## config.mk

```make
export PLATFORM = sky130hd
export DESIGN_NAME = iva_occ_map
export DESIGN_NICKNAME = d
export VERILOG_FILES = /design/src/hw/rtl/iva_pkg.sv /design/src/hw/rtl/iva_occ_map.sv
export SDC_FILE = /design/constraint.sdc
export NUM_CORES = 1
export LEC_CHECK = 0
export BUFFER_PORTS_ARGS = -buffer_cell sky130_fd_sc_hd__buf_2
export CAP_MARGIN = 20
export CORE_MARGIN = 1
export CORE_UTILIZATION = 35
export CTS_BUF_LIST = sky130_fd_sc_hd__clkbuf_8
export DETAILED_ROUTE_END_ITERATION = 10
export GPL_TIMING_DRIVEN = 0
export HOLD_SLACK_MARGIN = 0.02
export PLACE_DENSITY_LB_ADDON = 0.08
export SYNTH_ARGS = -nofsm -noshare
export SYNTH_HDL_FRONTEND = slang
export SYNTH_SLANG_ARGS = --single-unit
export TNS_END_PERCENT = 30
```

## constraint.sdc

```tcl
create_clock -name clk_i -period 3.33 [get_ports clk_i]
set_input_delay 0.4995 -clock clk_i [delete_from_list [all_inputs] [get_ports clk_i]]
set_output_delay 0.4995 -clock clk_i [all_outputs]
set_load 0.1 [all_outputs]
```

## src/hw/rtl/iva_pkg.sv

```systemverilog
// ----------------------------------------------------------------------------
// iva_pkg : shared types and constants for the interrupt vector allocator
// Vector range, slot geometry, opcodes and the structs between the modules.
// ----------------------------------------------------------------------------
package iva_pkg;

  localparam int NUM_VECTORS = 224;
  localparam int VECTOR_BASE = 32;

  // Slots that actually map to a vector number of at most 255.
  localparam int SLOT_COUNT = (VECTOR_BASE + NUM_VECTORS > 256) ?
                              (256 - VECTOR_BASE) : NUM_VECTORS;
  localparam int SLOT_W      = (SLOT_COUNT > 1) ? $clog2(SLOT_COUNT) : 1;

  // Free search runs over groups of eight slots.
  localparam int GROUP_SIZE  = 8;
  localparam int GIDX_W      = 3;
  localparam int GROUP_COUNT = (SLOT_COUNT + GROUP_SIZE - 1) / GROUP_SIZE;
  localparam int GRP_W       = (GROUP_COUNT > 1) ? $clog2(GROUP_COUNT) : 1;

  localparam int DATA_W    = 64;
  localparam int PAYLOAD_W = 2 * DATA_W;

  localparam logic [7:0] FIXED_SKIP_VECTOR = 8'h80;
  localparam logic [7:0] RESERVED_RESET    = 8'd254;

  typedef enum logic [1:0] {
    OP_ALLOC      = 2'd0,
    OP_FREE       = 2'd1,
    OP_ALLOC_SPEC = 2'd2,
    OP_LOOKUP     = 2'd3
  } op_e;

  typedef logic [SLOT_W-1:0] slot_t;

  typedef struct packed {
    logic  en;
    slot_t slot;
    logic  occupied;
  } occ_wr_t;

  typedef struct packed {
    logic  found;
    slot_t slot;
  } search_t;

  // True when v names a slot of the table.
  function automatic logic slot_valid(input logic [7:0] v);
    logic [8:0] d;
    d = {1'b0, v} - 9'(VECTOR_BASE);
    return ({1'b0, v} >= 9'(VECTOR_BASE)) && (d < 9'(SLOT_COUNT));
  endfunction

  function automatic slot_t slot_index(input logic [7:0] v);
    logic [8:0] d;
    d = {1'b0, v} - 9'(VECTOR_BASE);
    return d[SLOT_W-1:0];
  endfunction

  function automatic logic [7:0] vector_of(input slot_t s);
    logic [8:0] v;
    v = 9'(VECTOR_BASE) + 9'(s);
    return v[7:0];
  endfunction

endpackage

```

## src/hw/rtl/iva_occ_map.sv

```systemverilog
// ----------------------------------------------------------------------------
// iva_occ_map : occupancy bitmap and first-free search
// Bitmap in flops; per-group search registered, group pick in the next cycle.
// ----------------------------------------------------------------------------
module iva_occ_map (
  input  logic             clk_i,
  input  logic             rst_ni,
  input  iva_pkg::occ_wr_t wr_i,
  input  logic [7:0]       reserved_vector_i,
  input  iva_pkg::slot_t   rd_slot_i,
  output logic             rd_occupied_o,
  output iva_pkg::search_t search_o
);

  localparam int PAD_SLOTS = iva_pkg::GROUP_COUNT * iva_pkg::GROUP_SIZE;

  logic [iva_pkg::SLOT_COUNT-1:0] occ_q;
  logic [PAD_SLOTS-1:0]           avail;

  logic [iva_pkg::GROUP_COUNT-1:0] grp_any_d, grp_any_q;
  logic [iva_pkg::GIDX_W-1:0]      grp_idx_d [iva_pkg::GROUP_COUNT];
  logic [iva_pkg::GIDX_W-1:0]      grp_idx_q [iva_pkg::GROUP_COUNT];

  logic                            fix_ok, rv_ok;
  iva_pkg::slot_t                  fix_slot, rv_slot;
  logic [iva_pkg::GRP_W-1:0]       pick_grp;
  logic [iva_pkg::GIDX_W-1:0]      pick_idx;
  logic [iva_pkg::GRP_W+iva_pkg::GIDX_W-1:0] pick_cat;

  always_ff @(posedge clk_i or negedge rst_ni) begin
    if (!rst_ni) begin
      occ_q <= '0;
    end else if (wr_i.en) begin
      occ_q[wr_i.slot] <= wr_i.occupied;
    end
  end

  assign rd_occupied_o = occ_q[rd_slot_i];

  // Free and not refused.
  always_comb begin
    fix_ok   = iva_pkg::slot_valid(iva_pkg::FIXED_SKIP_VECTOR);
    fix_slot = iva_pkg::slot_index(iva_pkg::FIXED_SKIP_VECTOR);
    rv_ok    = iva_pkg::slot_valid(reserved_vector_i);
    rv_slot  = iva_pkg::slot_index(reserved_vector_i);
    avail    = '0;
    for (int s = 0; s < iva_pkg::SLOT_COUNT; s++) begin
      avail[s] = !occ_q[s]
               && !(fix_ok && (fix_slot == iva_pkg::slot_t'(s)))
               && !(rv_ok  && (rv_slot  == iva_pkg::slot_t'(s)));
    end
  end

  // Per group: any free, lowest free index.
  always_comb begin
    for (int g = 0; g < iva_pkg::GROUP_COUNT; g++) begin
      grp_any_d[g] = |avail[g*iva_pkg::GROUP_SIZE +: iva_pkg::GROUP_SIZE];
      grp_idx_d[g] = '0;
      for (int i = iva_pkg::GROUP_SIZE - 1; i >= 0; i--) begin
        if (avail[g*iva_pkg::GROUP_SIZE + i]) begin
          grp_idx_d[g] = iva_pkg::GIDX_W'(i);
        end
      end
    end
  end

  always_ff @(posedge clk_i) begin
    grp_any_q <= grp_any_d;
    grp_idx_q <= grp_idx_d;
  end

  // Lowest group with a free slot.
  always_comb begin
    pick_grp = '0;
    for (int g = iva_pkg::GROUP_COUNT - 1; g >= 0; g--) begin
      if (grp_any_q[g]) begin
        pick_grp = iva_pkg::GRP_W'(g);
      end
    end
    pick_idx       = grp_idx_q[pick_grp];
    pick_cat       = {pick_grp, pick_idx};
    search_o.found = |grp_any_q;
    search_o.slot  = iva_pkg::SLOT_W'(pick_cat);
  end

endmodule

```

==> results of run 1 <==
[how the worst min path moves through the flow]
| stage | from | depth (start not counted) | slack (ns) | end |
|---|---|---|---|---|
| after detailed placement | rst_ni | 1 | 0.30 | occ_q[198] |
| final | rst_ni | 2 | 0.25 | occ_q[198] |
| after global routing | rst_ni | 2 | 0.24 | occ_q[198] |
| after floorplan | rst_ni | 0 | 0.20 | occ_q[0] |
| after CTS | rst_ni | 2 | 0.22 | occ_q[198] |
| after global placement | occ_q[96] | 1 | 0.50 | occ_q[96] |
[metrics by stage]
stage	power (mW)	util	worst slack (ns)	hold WS (ns)	std cells
finish	9.71	0.436	-0.446	0.246	2797
global route	10.1	0.436	-0.540	0.244	2796
CTS	9.76	0.429	-0.489	0.223	2779
detailed placement	5.40	0.387	-1.89	0.302	2628
global placement	5.35	0.377	-2.55	0.502	2595
floorplan	4.96	-	-0.0868	0.204	1886
[cell type report]
type / count / area [um^2]
clock inverters: 41 / 239
repair buffers: 113 / 1210
plain buffers: 110 / 564
well taps: 680 / 851
multi-input cells: 1394 / 10600
flip-flops and latches: 336 / 7870
inverters: 41 / 158
fillers: 4997 / 29100
clock buffers: 81 / 1110
diodes: 1 / 2.50
[critical path: cells and delay by family (launching register included)]
family | cells | cell delay (ns)
AOI/OAI and AO/OA | 5 | 1.05
and+or+nand+nor | 2 | 0.70
muxes | 1 | 0.19
DFF | 1 | 0.34
buffers and inverters | 2 | 0.36
[flip-flops by register name, indices dropped and copies added, names as in the netlist]
signal,count
grp_idx_q,84
grp_any_q,28
occ_q,224
[cells by family after synthesis]
family | share of synthesized area
AND/OR/NAND/NOR | 0.150
multiplexers | 0.254
adder cells (fa/ha/maj) | 0.00271
AO/OA/AOI/OAI | 0.135
flip-flops | 0.425
buffers and inverters | 0.0338
[what timing repair did]
item | CTS | global route
pin swaps | 16 | 18
resized for setup | 138 | 61
setup endpoints to repair | 107 | 44
buffers inserted | 31 | 16
cloned | 2 | 0
hold endpoints to repair | 189 | 0
hold buffers | 1 | 0
[power breakdown]
part           switching [mW]  internal [mW]
logic                   0.667          0.410
clock network            1.93           2.36
registers               0.125           4.21
total                    2.72           6.99
[routing by layer]
| metal | part of all wire | up-vias | routed length, um | track usage |
|---|---|---|---|---|
| li1 | - | 7138 | - | - |
| met1 | 0.44 | 8071 | 34300 | 0.402 |
| met2 | 0.44 | 786 | 34200 | 0.448 |
| met3 | 0.083 | 185 | 6530 | 0.0626 |
| met4 | 0.044 | 2 | 3440 | 0.128 |
| met5 | 0.00014 | - | 11 | 0 |
[cells in the final DEF (no fill, tap or decap), drive strengths merged, types with 7 or more instances in the layout]
| cell type | Yosys | final |
|---|---|---|
| nand2 | 284 | 285 |
| a21oi | 234 | 234 |
| mux2 | 232 | 232 |
| dfrtp | 224 | 224 |
| clkbuf | 97 | 171 |
| nor2 | 157 | 157 |
| buf | 19 | 132 |
| dfxtp | 112 | 112 |
| mux4 | 71 | 71 |
| inv | 41 | 69 |
| nor3 | 55 | 55 |
| mux2i | 47 | 47 |
| a21o | 44 | 44 |
| nor4 | 39 | 39 |
| nor2b | 29 | 29 |
| o21bai | 27 | 27 |
| nand3 | 21 | 21 |
| and2 | 20 | 20 |
| o21ai | 20 | 20 |
| a211oi | 18 | 18 |
| a21boi | 15 | 15 |
| nand2b | 14 | 14 |
| a22o | 13 | 13 |
| clkinv | 0 | 7 |
==> parameters.txt, run 1 <==
Parameter                              Value

Clock tree
  Number of CTS-inserted buffers    66
  Sinks on Clock Net    336
  CTS tree    yes
  Number of levels the H-tree was split into    3
  Maximum root-to-sink buffer count    3
  Clock transition time at the flip-flop clock pins of the worst setup and hold paths    about 0.050 ns
  Clock insertion delay at the later pin of the skew report    0.65 ns
  Clock root buffer    sky130_fd_sc_hd__clkbuf_8

Critical path
  R2r startpoint    occ_q[78]
  Maximum fanout along the worst path    10
  Crit-path max cell delay    roughly 0.53 ns
  Cell-by-cell listing of the critical path    or4_4 > o211ai_1 > nand2_4 > buf_6 > mux2i_1 > a21oi_1 > a22oi_2 > o22ai_2 > o21a_2 > buf_12
  Reg2reg setup slack    1.86 ns
  Count of cells along the worst register-to-register path    3
  Max stage delay cell, worst path    sky130_fd_sc_hd__or4_4
  Timing endpoint of the critical path    search_o[0]
  Worst Setup End Kind    primary output
  Crit path launch    grp_any_q[19]
  Setup CP Type    flop to primary output
  Capture instance of the worst register-to-register path    grp_any_q[9]
  Arrival time reported for the critical path endpoint    approximately 3.3 ns
  Startpoint class of the critical path    flop
  Required @ worst endpoint    between 2 and 3 ns

Timing
  Max Clock Freq    between 200 and 300 MHz
  Fin crit share    1.13
  Shortest period the worst path allows    3.78 ns
  Post-route setup TNS    -1.88 ns
  Max-Slew Margin vs Limit    0.118
  Worst Tran Pin Value    1.32 ns
  Final setup slack of the worst path    -0.446 ns
  RSZ-0062 raised after global routing    true
  Number of max-slew violations in the final report    0
  Hold Fails Final Rpt    0
  Setup violation total in the final timing report    11
  Layout Skew    around 0.020 ns

Global route
  Number of antenna violations at the first check in global routing    4
  Global router's overall resource usage    0.294
  Via count of the first global-routing pass    about 16,000
  Wire length of the first global-routing pass    about 110,000 um
  Maximum number of pins on one net before global-route repair    114
  GRT overflow    0

Hold path
  Type of the worst min-delay path    input pin to asynchronous set/reset pin

Layout
  Layout Cell Area excl Fill    between 0.02 and 0.025 mm^2
  Proportion of layout cells with a drive suffix above 1    0.302
  Layout net count    2,094
  Layout overhead on the synthesized area    22.3%

Detailed routing
  Number of vias after detailed routing    16,200
  Routed wire per std cell    28.0 um
  Total detailed-routing wirelength    approximately 78,000 um
  Iteration count of the initial detailed-routing pass    6
  Number of DRC violations after detailed-routing iteration 0    between 1,500 and 2,000
  DRC violation count after routing    0
  Final antenna-violating net count    0
  Routed via count divided by cell count    roughly 5.8

Synthesis
  Synth Cell Area    0.0185 mm^2
  Post-synth ARST share    0.667
  Number of flops mapped to enable cells by yosys    0
  Number of synthesized register bits    approximately 340
  Post-synthesis cell type count    54
  Yosys top cell area share    0.304
  Cell type with the largest total area after synthesis    sky130_fd_sc_hd__dfrtp_1
  Most area-consuming cells after synthesis    sky130_fd_sc_hd__dfrtp_1 (30%), sky130_fd_sc_hd__mux2_2 (14%), sky130_fd_sc_hd__dfxtp_1 (12%)
  Top-count cell post-synth    sky130_fd_sc_hd__nand2_1
  Post-synth net total    1,918
  Flip-flop cell with the highest count after synthesis    sky130_fd_sc_hd__dfrtp_1
  Warning count from the yosys run    0
  Per-instance average area after synthesis    roughly 9.8 um^2
  Most instantiated cells after synthesis    sky130_fd_sc_hd__nand2_1 (284), sky130_fd_sc_hd__a21oi_1 (234), sky130_fd_sc_hd__mux2_2 (230), sky130_fd_sc_hd__dfrtp_1 (224), sky130_fd_sc_hd__nor2_1 (157)
  Cells after synthesis    between 1,500 and 2,000
  Sequential fraction of the synthesis area    0.425

Floorplan
  Starting Density    0.357
  # IOs    38
  Die outline height    232 um
  Die footprint    ~0.054 mm^2
  Number of rows created at floorplan    83
  Standard cell core area    0.0517 mm^2
  Die X    232 um

Place
  Hpwl dp    57,200 um
  Cell area reported after detailed placement    approximately 0.02 mm^2
  Quantity of I/O buffers inserted on ports    29
  Gpl congestion    between 0.8 and 0.9

Pwr
  Max IR drop VDD    approximately 0.00022 V
  Power density over the cells    around 430 mW/mm^2
  Pleak    9.91 nW

Run status
  Run status    finished with violations
  Violations in the final reports    setup timing

Run
  Number of max-cap violations    0
Note: power is estimated with default switching activity, not from simulation.
==> run 2: changes to the inputs <==
- MAX_ROUTING_LAYER: not set -> met4
==> parameters.txt, run 2 (synthesis gave the netlist of run 1 again) <==
Parameter                              Value

Run status
  Run status    finished with violations
  Violations in the final reports    setup timing

Layout
  Layout Cell Area excl Fill    roughly 0.022 mm^2
  Post-layout util    0.435
  Most common cell after layout, fill and taps aside    sky130_fd_sc_hd__nand2_1
  Leading registers by flop count    occ_q x224, grp_idx_q x84, grp_any_q x28
  Most used cells in the layout excluding fill and tap cells    sky130_fd_sc_hd__nand2_1 (282), sky130_fd_sc_hd__a21oi_1 (231), sky130_fd_sc_hd__mux2_2 (227)
  Final cell count without fillers    roughly 2,800
  Layout net count    roughly 2,100
  Register with the most flip-flops    occ_q
  Layout overhead on the synthesized area    21.9%
  Flip-flop count of the largest register, all copies and words added    224
  Proportion of layout cells with a drive suffix above 1    0.302

Clock tree
  Clock insertion delay at the later pin of the skew report    ~0.70 ns
  CTS tree    yes
  Sinks on Clock Net    336
  Number of CTS-inserted buffers    just over 60
  Maximum root-to-sink buffer count    3
  Clock root buffer    sky130_fd_sc_hd__clkbuf_8
  Clock transition time at the flip-flop clock pins of the worst setup and hold paths    0.06 ns
  Number of levels the H-tree was split into    2

Global route
  Number of antenna violations at the first check in global routing    9
  Global router's overall resource usage    0.302
  GRT overflow    0
  Wire length of the first global-routing pass    112,000 um
  Maximum number of pins on one net before global-route repair    85
  Via count of the first global-routing pass    15,700

Critical path
  Setup CP Type    input pin to primary output
  Worst Setup End Kind    primary output
  Maximum fanout along the worst path    10
  Arrival time reported for the critical path endpoint    between 3 and 4 ns
  Required @ worst endpoint    approximately 2.8 ns
  Startpoint class of the critical path    input pin

Timing
  Setup violation total in the final timing report    5
  Max-Slew Margin vs Limit    0.170
  Worst Tran Pin Value    approximately 1.2 ns
  Layout Skew    slightly above 0.03 ns
  Shortest period the worst path allows    3.78 ns
  Worst hold margin    0.317 ns
  Max Clock Freq    between 200 and 300 MHz
  RSZ-0062 raised after global routing    true
  Number of max-slew violations in the final report    0
  Hold Fails Final Rpt    0
  Final setup slack of the worst path    -0.452 ns
  Fin crit share    1.14
  Post-route setup TNS    -1.76 ns

Hold path
  Type of the worst min-delay path    input pin to flop

Place
  Gpl congestion    0.919
  Quantity of I/O buffers inserted on ports    29
  Hpwl dp    ~57,000 um
  Placed Cells incl. Taps    2,622
  Cell area reported after detailed placement    roughly 0.02 mm^2

Detailed routing
  Iteration count of the initial detailed-routing pass    6
  DRC violation count after routing    0
  Routed via count divided by cell count    a little under 6
  Number of DRC violations after detailed-routing iteration 0    1,773
  Final antenna-violating net count    0
  Number of vias after detailed routing    approximately 16,000
  Met1 wire length    between 30,000 and 40,000 um
  Met2 layer wire length in the routed design    between 30,000 and 40,000 um
  Routed wire per std cell    around 28 um
  Total detailed-routing wirelength    approximately 78,000 um
  Met3 wirelength from detailed routing    roughly 7000 um
  Highest metal layer used by the detailed router    met4

Pwr
  Power density over the cells    around 440 mW/mm^2
  Pleak    roughly 9.8 nW
  Max IR drop VDD    around 0.00029 V

Floorplan
  # IOs    38
  Number of rows created at floorplan    83
  Die X    approximately 230 um
  Standard cell core area    0.0517 mm^2
  Starting Density    0.357
  Die outline height    232 um
  Die footprint    around 0.054 mm^2

Run
  Number of max-cap violations    0
[run 2: worst paths after layout]
path	start	end	slack (ns)	cells past startpoint
worst max-delay path	rd_slot_i[1]	rd_occupied_o	-0.45	10
worst min-delay path	wr_i[3]	occ_q[65]	0.32	4
worst max register to register	occ_q[15]	grp_idx_q[78]	1.87	5
worst min register to register	occ_q[96]	occ_q[96]	0.52	1
max in group asynchronous	rst_ni	occ_q[109]	1.71	4
min in group asynchronous	rst_ni	occ_q[199]	0.33	2
[run 2: what timing repair did]
action,4_1_cts,5_1_grt
buffers inserted,27,12
cloned,2,0
endpoints found under the setup margin,98,47
endpoints found under the hold margin,58,0
pin swaps,23,16
gates resized for setup,146,66
hold buffers,1,0
[run 2: critical path, stage by stage]
cell and delay (ns):
sky130_fd_sc_hd__buf_2 0.33, sky130_fd_sc_hd__buf_4 0.33, sky130_fd_sc_hd__buf_4 0.33, sky130_fd_sc_hd__mux4_2 0.38
sky130_fd_sc_hd__mux4_2 0.51, sky130_fd_sc_hd__mux2i_1 0.17, sky130_fd_sc_hd__nor2_1 0.14, sky130_fd_sc_hd__a21oi_2 0.30
sky130_fd_sc_hd__a21oi_4 0.09, sky130_fd_sc_hd__buf_12 0.17
[run 2: area by class of cell]
class,count,area [um^2]
Antenna cell,4,10.0
Buffer,115,596
Clock buffer,84,1160
Clock inverter,31,221
Fill cell,5056,29200
Inverter,41,158
Multi-Input combinational cell,1394,10600
Sequential cell,336,7870
Tap cell,680,851
Timing Repair Buffer,101,1030
[run 2: stage by stage]
step / total power [mW] / worst slack (ns)
2_1_floorplan: 4.96 / -0.0868
3_3_place_gp: 5.34 / -2.53
3_5_place_dp: 5.39 / -1.86
4_1_cts: 9.85 / -0.524
5_1_grt: 10.1 / -0.552
6_report: 9.79 / -0.452
[run 2: per-layer routing]
layer	vias up	global-route usage
met5	-	-
met4	0	0.108
met3	169	0.0637
met2	808	0.446
met1	8087	0.406
li1	7116	-
[run 2: power breakdown]
group | leakage (nW) | internal (mW) | switching, mW
Combinational | 5.07 | 0.403 | 0.665
Sequential | 3.99 | 4.21 | 0.127
Clock | 0.779 | 2.48 | 1.91
Total | 9.84 | 7.09 | 2.70
==> run 3: changes to the inputs <==
- CAP_MARGIN: 20 -> not set
- CORE_UTILIZATION: 35 -> 30
- REMOVE_ABC_BUFFERS: not set -> 1
==> parameters.txt, run 3 (synthesis gave the netlist of run 1 again) <==
Parameter                              Value

Critical path
  Crit path launch    grp_any_q[6]
  Required @ worst endpoint    2.83 ns
  Timing endpoint of the critical path    search_o[1]
  Maximum fanout along the worst path    7
  Crit-path max cell delay    approximately 0.38 ns
  Number of buffer and inverter stages on the critical path    4
  Arrival time reported for the critical path endpoint    3.41 ns
  Max stage delay cell, worst path    sky130_fd_sc_hd__a2111oi_4
  Most repeated library cell on the critical path    sky130_fd_sc_hd__buf_4
  Setup CP Type    flop to primary output
  Reg2reg setup slack    approximately 1.9 ns
  Startpoint class of the critical path    flop
  R2r startpoint    occ_q[78]
  Count of cells along the worst register-to-register path    3
  Cell-by-cell listing of the critical path    nor2b_1 > a2111oi_4 > o211a_1 > a221oi_4 > clkbuf_16 > buf_4 > buf_4 > mux2i_1 > mux2_4 > o22ai_1 > o21a_2 > buf_12
  Worst Setup End Kind    primary output
  Capture instance of the worst register-to-register path    grp_any_q[9]
  Crit-path leading delay family    compound AO/OA/AOI/OAI gates
  Number of stages on the worst setup path    12

Detailed routing
  Total detailed-routing wirelength    ~73,000 um
  Routed wire per std cell    between 20 and 30 um
  Number of vias after detailed routing    approximately 15,000
  Iteration count of the initial detailed-routing pass    7
  Final antenna-violating net count    0
  Number of DRC violations after detailed-routing iteration 0    around 1,200
  DRC violation count after routing    0
  Routed via count divided by cell count    roughly 5.4

Pwr
  Post-layout power    around 9.8 mW
  Power density over the cells    between 400 and 500 mW/mm^2
  Pleak    between 9 and 10 nW
  Max IR drop VDD    about 0.00015 V

Timing
  Fin crit share    1.17
  Number of max-slew violations in the final report    0
  Layout Skew    between 0.015 and 0.02 ns
  Max Clock Freq    256 MHz
  Setup violation total in the final timing report    4
  Hold Fails Final Rpt    0
  Worst hold margin    between 0.3 and 0.4 ns
  Shortest period the worst path allows    just under 4 ns
  Final setup slack of the worst path    -0.578 ns
  Max-Slew Margin vs Limit    0.00388
  RSZ-0062 raised after global routing    true
  Worst Tran Pin Value    between 1 and 1.5 ns

Layout
  Register with the most flip-flops    occ_q
  Proportion of layout cells with a drive suffix above 1    0.303
  Flip-flop count of the largest register, all copies and words added    roughly 220
  Filler Cell Count    6,032
  Most common cell after layout, fill and taps aside    sky130_fd_sc_hd__nand2_1
  Layout net count    roughly 2,000
  Leading registers by flop count    occ_q x224, grp_idx_q x84, grp_any_q x28
  Area occupied by registers    a little under 0.008 mm^2
  Final cell count without fillers    roughly 2,800
  Most used cells in the layout excluding fill and tap cells    sky130_fd_sc_hd__nand2_1 (282), sky130_fd_sc_hd__a21oi_1 (232), sky130_fd_sc_hd__mux2_2 (228)
  Layout overhead on the synthesized area    20.8%
  Area of the multi-input gates    ~0.010 mm^2
  Layout Cell Area excl Fill    0.0223 mm^2

Global route
  Global router's overall resource usage    0.243
  Number of antenna violations at the first check in global routing    4
  GRT overflow    0
  Maximum number of pins on one net before global-route repair    114
  Wire length of the first global-routing pass    approximately 110,000 um
  Via count of the first global-routing pass    15,100

Place
  Hpwl dp    slightly below 50,000 um
  Cell area reported after detailed placement    0.0201 mm^2
  Quantity of I/O buffers inserted on ports    37
  Placed Cells incl. Taps    between 2,000 and 3,000
  Gpl congestion    0.890

Floorplan
  Number of rows created at floorplan    90
  Starting Density    0.305
  Die footprint    between 0.06 and 0.07 mm^2
  # IOs    38
  Die X    250 um
  Die outline height    around 250 um
  Standard cell core area    a little over 0.06 mm^2

Run status
  Run status    finished with violations
  Violations in the final reports    setup timing

Clock tree
  CTS tree    yes
  Clock insertion delay at the later pin of the skew report    ~0.65 ns
  Clock root buffer    sky130_fd_sc_hd__clkbuf_8
  Sinks on Clock Net    between 300 and 400
  Number of levels the H-tree was split into    3
  Number of CTS-inserted buffers    67
  Maximum root-to-sink buffer count    3
  Clock transition time at the flip-flop clock pins of the worst setup and hold paths    0.06 ns

Hold path
  Type of the worst min-delay path    input pin to asynchronous set/reset pin

Run
  Number of max-cap violations    0
[run 3: cell count changes in the layout (fill, tap and decap cells not counted), moves of 10 or more]
cell	before	now
sky130_fd_sc_hd__clkbuf_1	77	0
sky130_fd_sc_hd__buf_6	9	25
sky130_fd_sc_hd__buf_4	48	33
sky130_fd_sc_hd__clkbuf_2	12	0
sky130_fd_sc_hd__clkbuf_4	10	0
sky130_fd_sc_hd__nor3_2	8	18
[run 3: layout make-up]
type / instances / area share
Antenna cell: 1 / 0.000112
Inverter: 41 / 0.00701
Multi-Input combinational cell: 1394 / 0.469
Tap cell: 782 / 0.0439
Timing Repair Buffer: 124 / 0.0642
Sequential cell: 336 / 0.353
Clock buffer: 88 / 0.0543
Clock inverter: 36 / 0.00875
[run 3: worst min-delay path by stage]
stage | slack, ns | endpoint | start
finish | 0.32 | occ_q[5] | rst_ni
CTS | 0.29 | occ_q[5] | rst_ni
floorplan | 0.20 | occ_q[0] | rst_ni
global route | 0.31 | occ_q[5] | rst_ni
global placement | 0.49 | occ_q[96] | occ_q[96]
detailed placement | 0.40 | occ_q[7] | rst_ni
[run 3: metrics by stage]
stage               worst slack [ns]  TNS [ns]  utilization
floorplan                      -1.24     -3.93            -
global placement               -4.67  -1256.28        0.316
detailed placement             -1.25    -71.26        0.331
CTS                           -0.579     -2.13        0.365
global route                  -0.629     -2.30        0.368
finish                        -0.578     -1.95        0.368
[run 3: routing by layer]
layer	part of all wire	GRT usage	vias up
met1	0.44	0.314	7691
li1	-	-	6933
met5	0	-	-
met4	0.029	0.0824	0
met2	0.47	0.384	464
met3	0.055	0.0408	121
[run 3: worst reg2reg max path: cells and delay by family, from the launching register on]
kind | cells | cell delay [ns]
AO/OA/AOI/OAI | 1 | 0.08
AND/OR/NAND/NOR | 2 | 0.75
flip-flops | 1 | 0.40
[run 3: power breakdown]
| group | leakage [nW] | switching (mW) | internal (mW) |
|---|---|---|---|
| logic | 4.96 | 0.621 | 0.392 |
| registers | 3.99 | 0.116 | 4.21 |
| clock network | 0.801 | 1.98 | 2.45 |
| total | 9.75 | 2.72 | 7.06 |
[run 3: timing repair]
item	CTS	global route
hold buffers	1	0
setup endpoints to repair	41	20
hold endpoints to repair	30	0
pin swaps	21	13
buffers inserted	20	10
cloned	5	1
gates resized for setup	77	18
